**config.mk**
```make
export PLATFORM = sky130hd
export DESIGN_NAME = bmp_row_pixel_packer
export DESIGN_NICKNAME = d
export VERILOG_FILES = /design/src/hw/rtl/bmp_rpp_pkg.sv /design/src/hw/rtl/bmp_row_pixel_packer.sv
export SDC_FILE = /design/constraint.sdc
export NUM_CORES = 1
export LEC_CHECK = 0
export BUFFER_PORTS_ARGS = -buffer_cell sky130_fd_sc_hd__clkbuf_2
export CORE_UTILIZATION = 50
export DETAILED_ROUTE_END_ITERATION = 10
export PLACE_DENSITY = 0.74
export SYNTH_ARGS = -nofsm -noshare
export SYNTH_HDL_FRONTEND = slang
export SYNTH_SLANG_ARGS = --single-unit
```
**constraint.sdc**
```tcl
create_clock -name aclk -period 4.5 [get_ports aclk]
set_input_delay 0.225 -clock aclk [delete_from_list [all_inputs] [get_ports aclk]]
set_output_delay 0.225 -clock aclk [all_outputs]
set_load 0.01 [all_outputs]
```
**src/hw/rtl/bmp_rpp_pkg.sv**
```systemverilog
package bmp_rpp_pkg;

    // field widths
    localparam int PIXEL_W    = 8;
    localparam int BYTE_W     = 8;
    localparam int ROW_W      = 16;
    localparam int DEPTH_W    = 2;
    localparam int USER_W     = 2;
    localparam int CFG_ADDR_W = 1;
    localparam int CFG_DATA_W = 16;

    // bit positions in m_tuser
    localparam int USER_IS_PAD = 0;
    localparam int USER_LAST   = 1;

    // configuration register indexes
    typedef enum logic [CFG_ADDR_W-1:0] {
        CFG_DEPTH_CODE = 1'b0,
        CFG_ROW_WIDTH  = 1'b1
    } cfg_reg_t;

    // bits per pixel codes
    typedef enum logic [DEPTH_W-1:0] {
        DEPTH_1BPP = 2'd0,
        DEPTH_2BPP = 2'd1,
        DEPTH_4BPP = 2'd2,
        DEPTH_8BPP = 2'd3
    } depth_t;

    localparam logic [ROW_W-1:0] ROW_WIDTH_RST = 16'd1;

endpackage

```
**src/hw/rtl/bmp_row_pixel_packer.sv**
```systemverilog
// channel   dir  tdata          tuser                  tlast
// s_        in   [7:0] pixel    -                      -
// m_        out  [7:0] out_byte [0] is_pad, [1] last   row_done
// cfg_      in   write port: index 0 depth_code, index 1 row_width
//
// one pixel word is accepted per cycle while each pixel yields at most one byte;
// a row end can queue a data byte and up to three pad bytes, and the output
// buffer sends one byte a cycle, holding s_tready low until its last byte goes;
// both stall on m_tready. result appears the cycle after the pixel is accepted.
// aresetn is synchronous and active low; config takes effect on the next pixel.
module bmp_row_pixel_packer (
    input  logic                                aclk,
    input  logic                                aresetn,
    input  logic                                s_tvalid,
    output logic                                s_tready,
    input  logic [bmp_rpp_pkg::PIXEL_W-1:0]     s_tdata,   // [7:0] pixel
    output logic                                m_tvalid,
    input  logic                                m_tready,
    output logic [bmp_rpp_pkg::BYTE_W-1:0]      m_tdata,   // [7:0] out_byte
    output logic [bmp_rpp_pkg::USER_W-1:0]      m_tuser,   // [0] is_pad, [1] last
    output logic                                m_tlast,   // row_done
    input  logic                                cfg_we,
    input  logic [bmp_rpp_pkg::CFG_ADDR_W-1:0]  cfg_addr,
    input  logic [bmp_rpp_pkg::CFG_DATA_W-1:0]  cfg_wdata
);
    import bmp_rpp_pkg::*;

    // configuration
    depth_t           depth_reg;
    logic [ROW_W-1:0] row_width_reg;

    // packing state
    logic [BYTE_W-1:0] acc_reg, acc_next;
    logic [2:0]        bits_reg, bits_next;
    logic [1:0]        bw_reg, bw_next;
    logic [ROW_W-1:0]  col_reg, col_next;

    // output buffer: optional data byte then pad bytes
    logic              data_pend_reg, data_pend_next;
    logic [1:0]        pads_reg, pads_next;
    logic [BYTE_W-1:0] byte_reg, byte_next;
    logic              row_end_reg, row_end_next;

    logic              accept;
    logic              out_last;
    logic              out_take;
    logic [3:0]        bpp;
    logic [PIXEL_W-1:0] pix;
    logic [3:0]        filled;
    logic [15:0]       shifted;
    logic [BYTE_W-1:0] acc_new;
    logic [ROW_W-1:0]  col_inc;
    logic              row_end;
    logic              data_pres;
    logic [1:0]        bw_after;

    // configuration writes
    always_ff @(posedge aclk) begin
        if (!aresetn) begin
            depth_reg     <= DEPTH_8BPP;
            row_width_reg <= ROW_WIDTH_RST;
        end else if (cfg_we) begin
            unique case (cfg_reg_t'(cfg_addr))
                CFG_DEPTH_CODE: depth_reg     <= depth_t'(cfg_wdata[DEPTH_W-1:0]);
                CFG_ROW_WIDTH:  row_width_reg <= cfg_wdata[ROW_W-1:0];
                default: ;
            endcase
        end
    end

    // output side view of the buffer
    always_comb begin
        m_tvalid = data_pend_reg || (pads_reg != 2'd0);
        out_last = data_pend_reg ? (pads_reg == 2'd0) : (pads_reg == 2'd1);
        m_tdata  = data_pend_reg ? byte_reg : '0;
        m_tuser[USER_IS_PAD] = !data_pend_reg;
        m_tuser[USER_LAST]   = out_last;
        m_tlast  = out_last && row_end_reg;
        out_take = m_tvalid && m_tready;
        s_tready = !m_tvalid || (m_tready && out_last);
        accept   = s_tvalid && s_tready;
    end

    // pixel masking and placement, msb first
    always_comb begin
        unique case (depth_reg)
            DEPTH_1BPP: begin bpp = 4'd1; pix = {7'd0, s_tdata[0]};   end
            DEPTH_2BPP: begin bpp = 4'd2; pix = {6'd0, s_tdata[1:0]}; end
            DEPTH_4BPP: begin bpp = 4'd4; pix = {4'd0, s_tdata[3:0]}; end
            DEPTH_8BPP: begin bpp = 4'd8; pix = s_tdata;              end
            default:    begin bpp = 4'd8; pix = s_tdata;              end
        endcase
        filled   = {1'b0, bits_reg} + bpp;
        shifted  = {pix, 8'h00} >> filled;
        acc_new  = acc_reg | shifted[BYTE_W-1:0];
        col_inc  = col_reg + 16'd1;
        row_end  = (col_inc >= row_width_reg) || (col_inc == '0);
        // a row end always flushes, since at least one bit is pending then
        data_pres = filled[3] || row_end;
        bw_after  = bw_reg + {1'b0, data_pres};
    end

    // next state for an accepted pixel
    always_comb begin
        acc_next       = acc_reg;
        bits_next      = bits_reg;
        bw_next        = bw_reg;
        col_next       = col_reg;
        data_pend_next = data_pend_reg;
        pads_next      = pads_reg;
        byte_next      = byte_reg;
        row_end_next   = row_end_reg;
        if (accept) begin
            acc_next       = data_pres ? '0 : acc_new;
            bits_next      = data_pres ? 3'd0 : filled[2:0];
            bw_next        = row_end ? 2'd0 : bw_after;
            col_next       = row_end ? '0 : col_inc;
            data_pend_next = data_pres;
            pads_next      = row_end ? (2'd0 - bw_after) : 2'd0;
            byte_next      = acc_new;
            row_end_next   = row_end;
        end else if (out_take) begin
            if (data_pend_reg) begin
                data_pend_next = 1'b0;
            end else begin
                pads_next = pads_reg - 2'd1;
            end
        end
    end

    // state registers
    always_ff @(posedge aclk) begin
        if (!aresetn) begin
            acc_reg       <= '0;
            bits_reg      <= '0;
            bw_reg        <= '0;
            col_reg       <= '0;
            data_pend_reg <= 1'b0;
            pads_reg      <= '0;
            row_end_reg   <= 1'b0;
        end else begin
            acc_reg       <= acc_next;
            bits_reg      <= bits_next;
            bw_reg        <= bw_next;
            col_reg       <= col_next;
            data_pend_reg <= data_pend_next;
            pads_reg      <= pads_next;
            row_end_reg   <= row_end_next;
        end
    end

    // output byte payload
    always_ff @(posedge aclk) begin
        byte_reg <= byte_next;
    end

endmodule

```
==> results of run 1 <==
[worst register-to-register path, cell delays in order (launching register included)]
cell       delay, ns
dfxtp_1         0.46
ha_2            0.31
nand3_2         0.14
nor3_2          0.31
xor2_1          0.31
ha_1            0.30
o21ai_0         0.15
o21ai_1         0.09
a2111oi_0       0.53
a211oi_2        0.18
a21oi_4         0.16
nand2_2         0.10
ha_1            0.35
xor2_1          0.19
xnor2_1         0.14
nor3_1          0.06
o311a_1         0.33
[layout make-up]
type | instances | area (um2) | share of cell area
clock buffers | 9 | 123.9 | 0.02785
clock inverters | 7 | 98.84 | 0.02222
well taps | 102 | 127.6 | 0.02869
multi-input cells | 367 | 2476 | 0.5567
inverters | 24 | 90.09 | 0.02025
repair buffers | 50 | 270.3 | 0.06076
flip-flops and latches | 59 | 1261 | 0.2835
[cells in the mapped netlist (3+ instances only)]
cell type  number
a211oi_1        3
xnor2_1        18
mux2i_1         9
nand2_1        68
edfxtp_1        8
nor2b_1         4
a31oi_1         7
or4_1           3
ha_1           24
inv_1          22
clkbuf_1       22
and2_1         13
nand3b_1        3
buf_6           3
mux2_2          4
nand4_1         7
a21o_1          3
or2_2           6
buf_4           6
o21ai_1         3
nor3_1         17
a31o_2          3
xor2_1         15
a21oi_1        39
nor2_1         26
o21ai_0        14
or3_1           5
dfxtp_1        51
nand3_1        22
and3_1          3
[cell usage in the layout (no fill, tap or decap), types with 5 or more instances in the layout]
| cell | instances |
|---|---|
| a21oi_1 | 39 |
| a31oi_1 | 7 |
| and2_1 | 13 |
| buf_4 | 8 |
| clkbuf_2 | 42 |
| clkbuf_8 | 9 |
| dfxtp_1 | 51 |
| edfxtp_1 | 8 |
| ha_1 | 23 |
| inv_1 | 22 |
| mux2i_1 | 9 |
| nand2_1 | 68 |
| nand3_1 | 22 |
| nand4_1 | 7 |
| nor2_1 | 26 |
| nor3_1 | 16 |
| o21ai_0 | 14 |
| or2_2 | 6 |
| or3_1 | 5 |
| xnor2_1 | 18 |
| xor2_1 | 15 |
[cell families (layout without fill, tap and decap cells)]
| logic type | Yosys count | after routing |
|---|---|---|
| simple gates | 195 | 195 |
| fa+ha+maj | 25 | 25 |
| mux | 13 | 13 |
| xor+xnor | 34 | 34 |
| compound gates | 100 | 100 |
| flops | 59 | 59 |
| buf+inv | 59 | 90 |
[path summary, 6_finish.rpt]
path	from	to	slack, ns	cells after the start
worst max-delay path	col_reg[1]$_SDFFE_PN0P_	pads_reg[1]$_SDFFE_PN0P_	0.29	16
worst min-delay path	cfg_wdata[5]	row_width_reg[5]$_SDFFE_PN0P_	0.09	3
worst max register to register	col_reg[1]$_SDFFE_PN0P_	pads_reg[1]$_SDFFE_PN0P_	0.29	16
worst min register to register	row_width_reg[3]$_SDFFE_PN0P_	row_width_reg[3]$_SDFFE_PN0P_	0.46	2
[per-stage QoR]
stage | instances | util
after floorplan | 485 | -
after global placement | 602 | 0.5457
after detailed placement | 602 | 0.5457
after CTS | 618 | 0.5745
after global routing | 618 | 0.5756
final | 618 | 0.5756
[power breakdown]
group | total (mW) | internal (mW) | leakage (nW) | switching [mW]
clock network | 0.543 | 0.316 | 0.112 | 0.227
registers | 0.639 | 0.605 | 0.492 | 0.0339
logic | 0.496 | 0.195 | 1.20 | 0.301
total | 1.68 | 1.12 | 1.80 | 0.562
[layer usage]
layer | vias up | wire length (um) | part of all wire | GRT usage
li1 | 1758 | - | - | -
met2 | 64 | 4293 | 0.50 | 0.4023
met5 | - | 0 | 0 | 0
met3 | 17 | 274 | 0.032 | 0.04774
met1 | 1648 | 3856 | 0.45 | 0.2482
met4 | 0 | 202 | 0.023 | 0.09127
[what timing repair did]
action	CTS	global route
hold endpoints to repair	0	0
gates resized for setup	0	3
endpoints found under the setup margin	0	1
==> impl_metrics.py, run 1 <==
metrics = {
    "global_route": {
        "grt_pass1_wl_um": 14820,
        "antenna_found_initial": 0,
        "grt_max_degree": 35,
        "track_usage": 0.2214,
        "grt_pass1_vias": 3370,
        "gr-total-overflow": 0,
    },
    "run": {
        "maxCapViolCount": 0,
    },
    "floorplanning": {
        "core_area_mm2": 0.007727,
        "num_rows": 32,
        "initial_utilization": 0.5173,
        "dieArea_mm2": 0.008357,
        "die_w_um": 91.42,
        "pin_count": 43,
        "die_h_um": 91.42,
    },
    "sta": {
        "slew-limit-headroom": 0.5126,
        "setup_viol_count_final": 0,
        "fin_crit_sh": 0.9356,
        "rsz0062_at_grt": "false",
        "max_freq_mhz": 237.5,
        "fin_skew_ns": 0.01034,
        "setup_slack_ns": 0.2898,
        "fin_tns_setup_ns": 0,
        "hold_viol_final": 0,
        "worst_pin_slew_ns": 0.7303,
        "slew_viol_final": 0,
        "fin_hold_ws_ns": 0.09049,
        "min_period_ns": 4.210,
    },
    "worst_setup_path": {
        "cp-start-kind": "flip-flop",
        "cp.required_ns": 4.74,
        "crit_family": "compound AO/OA/AOI/OAI gates",
        "critical_path.max_fanout": 7,
        "crit_arrival_ns": 4.45,
        "endpoint_kind": "flip-flop",
        "cp_slowest_stage_delay_ns": 0.53,
        "crit_type": "flip-flop to flip-flop",
        "path_buf_inv": 0,
        "cpMaxStageDelayCell": "a2111oi_0",
        "worstPathCellList": "ha_2 > nand3_2 > nor3_2 > xor2_1 > ha_1 > o21ai_0 > o21ai_1 > a2111oi_0 > a211oi_2 > a21oi_4 > nand2_2 > ha_1 > xor2_1 > xnor2_1 > nor3_1 > o311a_1",
    },
    "clock_tree": {
        "htreeDepth": 3,
        "clock_latency_ns": 0.35,
        "numCtsBuffers": 9,
        "cts-root-buf": "clkbuf_8",
        "post-cts-setup-buffer-count": 0,
        "cts_max_path_buffers": 2,
        "cts_tree": "built",
        "ctsHoldBuffers": 0,
        "clock_sinks": 59,
        "path_clk_slew_ns": 0.07,
    },
    "detailed_routing": {
        "routed_wirelength_um": 8627,
        "vias": 3487,
        "drc": 0,
        "drtIter0Drc": 126,
        "ant_nets": 0,
        "via_per_inst": 5.642,
        "dr.pass1.iters": 4,
        "drt-wirelength-per-cell_um": 13.96,
    },
    "logic_synthesis": {
        "synth-xor-area-share": 0.07637,
        "synth_edf_count": 8,
        "synth_adder_area_share": 0.08013,
        "synth_area_leaders": "dfxtp_1, ha_1, nand2_1",
        "synth_top_family_by_area": "simple AND/OR/NAND/NOR gates",
        "synthSimpleGateAreaFrac": 0.2579,
        "synth_compound_area_frac": 0.1690,
        "yosys.area.top_type": "dfxtp_1",
        "netlist_instances": 485,
        "avgSynthCellArea_um2": 8.242,
        "synthesis.nets": 540,
        "synthArstFlopShare": 0,
        "synth_cell_types": 70,
        "synth_area_mm2": 0.003998,
        "synth-seq-area-share": 0.3155,
        "synth_mux_area_frac": 0.03380,
        "yosysTopAreaCellShare": 0.2554,
        "ys.flop_type": "dfxtp_1",
        "yosys_warnings": 0,
        "ys_seq_elements": 59,
    },
    "power": {
        "p_per_area_mw_per_mm2": 377.1,
        "ir_worst_vdd_v": 0.0001955,
        "p_leak_nw": 1.802,
        "total_power_mw": 1.677,
    },
    "cells_and_area": {
        "area_growth_pct": 11.27,
        "fill_cells": 694,
        "antenna_cells": 0,
        "final_net_count": 566,
        "drive_above_1_share": 0.1860,
        "design_area_mm2": 0.004448,
    },
    "place": {
        "io_buffer_count": 42,
        "placed_area_mm2": 0.004217,
        "place_hpwl_um": 6306,
        "post-place-ws_ns": 0.2394,
        "gp_congestion": 0.8591,
    },
    "hold_path": {
        "hold_path_class": "primary input to flip-flop",
    },
    "outcome": {
        "status": "completed",
    },
}
Power figures use the tool's default switching activity.
==> run 2, diff against run 1 <==
- CORE_ASPECT_RATIO: unset -> 0.6
==> impl_metrics.py, run 2 (synthesis gave the netlist of run 1 again) <==
metrics = {
    "outcome": {
        "status": "completed",
    },
    "sta": {
        "fin_hold_ws_ns": 0.1106,
        "hold_viol_final": 0,
        "rsz0062_at_grt": "false",
        "fin_skew_ns": 0.006762,
        "setup_viol_count_final": 0,
        "max_freq_mhz": 239.4,
        "worst_pin_slew_ns": 0.7818,
        "slew-limit-headroom": 0.4782,
        "slew_viol_final": 0,
        "fin_crit_sh": 0.9281,
        "fin_tns_setup_ns": 0,
        "min_period_ns": 4.176,
    },
    "hold_path": {
        "hold_path_class": "primary input to flip-flop",
    },
    "cells_and_area": {
        "layout_common_cells": "nand2_1, dfxtp_1, clkbuf_2, a21oi_1, nor2_1",
        "stdcell_count": 618,
        "design_area_mm2": 0.004554,
        "area_growth_pct": 13.93,
        "layout_commonest_cell": "nand2_1",
        "final_net_count": 564,
        "drive_above_1_share": 0.1809,
        "antenna_cells": 0,
        "fill_cells": 657,
    },
    "clock_tree": {
        "cts_tree": "built",
        "ctsResizeCount": 0,
        "clock_sinks": 59,
        "clock_latency_ns": 0.33,
        "path_clk_slew_ns": 0.05,
        "post-cts-setup-buffer-count": 0,
        "htreeDepth": 3,
        "ctsHoldBuffers": 0,
        "numCtsBuffers": 9,
        "cts_max_path_buffers": 2,
        "cts-root-buf": "clkbuf_16",
    },
    "worst_setup_path": {
        "critPathLaunch": "col_reg[0]$_SDFFE_PN0P_",
        "cp.required_ns": 4.72,
        "r2r_start": "col_reg[0]$_SDFFE_PN0P_",
        "crit_top_cell": "ha_1",
        "cp_slowest_stage_delay_ns": 0.51,
        "path_buf_inv": 0,
        "crit_arrival_ns": 4.40,
        "crit_family": "compound AO/OA/AOI/OAI gates",
        "reg2reg_depth": 16,
        "cpMaxStageDelayCell": "dfxtp_1",
        "cp-start-kind": "flip-flop",
        "critical_path.max_fanout": 8,
        "crit_type": "flip-flop to flip-flop",
        "r2r-end": "pads_reg[1]$_SDFFE_PN0P_",
        "endpoint_kind": "flip-flop",
        "worstPathCellList": "ha_1 > nand3_2 > nor3_2 > xor2_1 > ha_1 > o21ai_0 > o21ai_1 > a2111oi_1 > a211oi_2 > a21oi_4 > nand2_2 > ha_1 > xor2_1 > xnor2_1 > nor3_1 > o311a_1",
        "ff2ff_setup_slack_ns": 0.32,
        "endpoint": "pads_reg[1]$_SDFFE_PN0P_",
        "cp_num_cells": 16,
    },
    "detailed_routing": {
        "ant_nets": 0,
        "drt-wirelength-per-cell_um": 15.51,
        "routed_wirelength_um": 9585,
        "drtIter0Drc": 296,
        "dr.pass1.iters": 5,
        "drc": 0,
        "via_per_inst": 5.673,
        "vias": 3506,
    },
    "global_route": {
        "track_usage": 0.2439,
        "use_met3": 0.07723,
        "antenna_found_initial": 0,
        "grt_use_met2": 0.3360,
        "grt_use_met1": 0.3649,
        "grt_pass1_wl_um": 16140,
        "grt_max_degree": 36,
        "gr-total-overflow": 0,
        "grt_pass1_vias": 3200,
        "grt.busiest_layer": "met1",
    },
    "floorplanning": {
        "core_area_mm2": 0.007507,
        "die_h_um": 71.26,
        "dieArea_mm2": 0.008368,
        "pin_count": 43,
        "initial_utilization": 0.5325,
        "num_rows": 24,
        "die_w_um": 117.4,
    },
    "place": {
        "io_buffer_count": 42,
        "place_hpwl_um": 6953,
        "gp_congestion": 0.9158,
        "dp.cells": 602,
        "placed_area_mm2": 0.004204,
    },
    "power": {
        "p_per_area_mw_per_mm2": 426.9,
        "ir_worst_vdd_v": 0.0002337,
        "p_leak_nw": 1.854,
        "total_power_mw": 1.944,
    },
    "run": {
        "maxCapViolCount": 0,
    },
}
run 2: changes by cell type in the layout (fill, tap and decap cells not counted), sizes merged:
cell	change
bufinv	+1
clkbuf	+2
inv	-3
buf	-2
run 2: cell type report:
class,instances,area [um2],area share
clock buffers,11,242.7,0.05330
clock inverters,5,100.1,0.02198
inverters,24,90.09,0.01978
multi-input cells,367,2475,0.5434
flip-flops and latches,59,1261,0.2769
well taps,104,130.1,0.02857
repair buffers,48,255.2,0.05604
run 2: worst min-delay path: stages:
cell	delay, ns
clkbuf_2	0.08
nand2_1	0.04
a21oi_1	0.05
run 2: worst min-delay path by stage:
stage,startpoint,to,slack (ns),depth (start not counted)
2_1_floorplan,cfg_wdata[0],row_width_reg[0]$_SDFFE_PN1P_,0.35,2
3_3_place_gp,row_width_reg[2]$_SDFFE_PN0P_,row_width_reg[2]$_SDFFE_PN0P_,0.45,2
3_5_place_dp,row_width_reg[12]$_SDFFE_PN0P_,row_width_reg[12]$_SDFFE_PN0P_,0.45,2
4_1_cts,cfg_wdata[12],row_width_reg[12]$_SDFFE_PN0P_,0.10,3
5_1_grt,cfg_wdata[14],row_width_reg[14]$_SDFFE_PN0P_,0.12,3
6_report,cfg_wdata[12],row_width_reg[12]$_SDFFE_PN0P_,0.11,3
run 2: layer usage:
| layer | wire [um] | share of wire | up-vias |
|---|---|---|---|
| met5 | 0 | 0 | - |
| met4 | 60 | 0.0063 | 0 |
| met3 | 795 | 0.083 | 7 |
| met2 | 3717 | 0.39 | 121 |
| met1 | 5012 | 0.52 | 1627 |
| li1 | - | - | 1751 |
run 2: where the power goes:
group | internal, mW | switching (mW) | leakage (nW)
registers | 0.606 | 0.0407 | 0.492
clock network | 0.553 | 0.239 | 0.169
logic | 0.192 | 0.313 | 1.19
run 2: stage by stage:
stage          setup WS [ns]  utilization
6_report              0.3235       0.6067
5_1_grt              0.08524       0.6067
4_1_cts               0.2444       0.6057
3_5_place_dp          0.2674       0.5600
3_3_place_gp          0.4084       0.5600
2_1_floorplan         0.4652            -
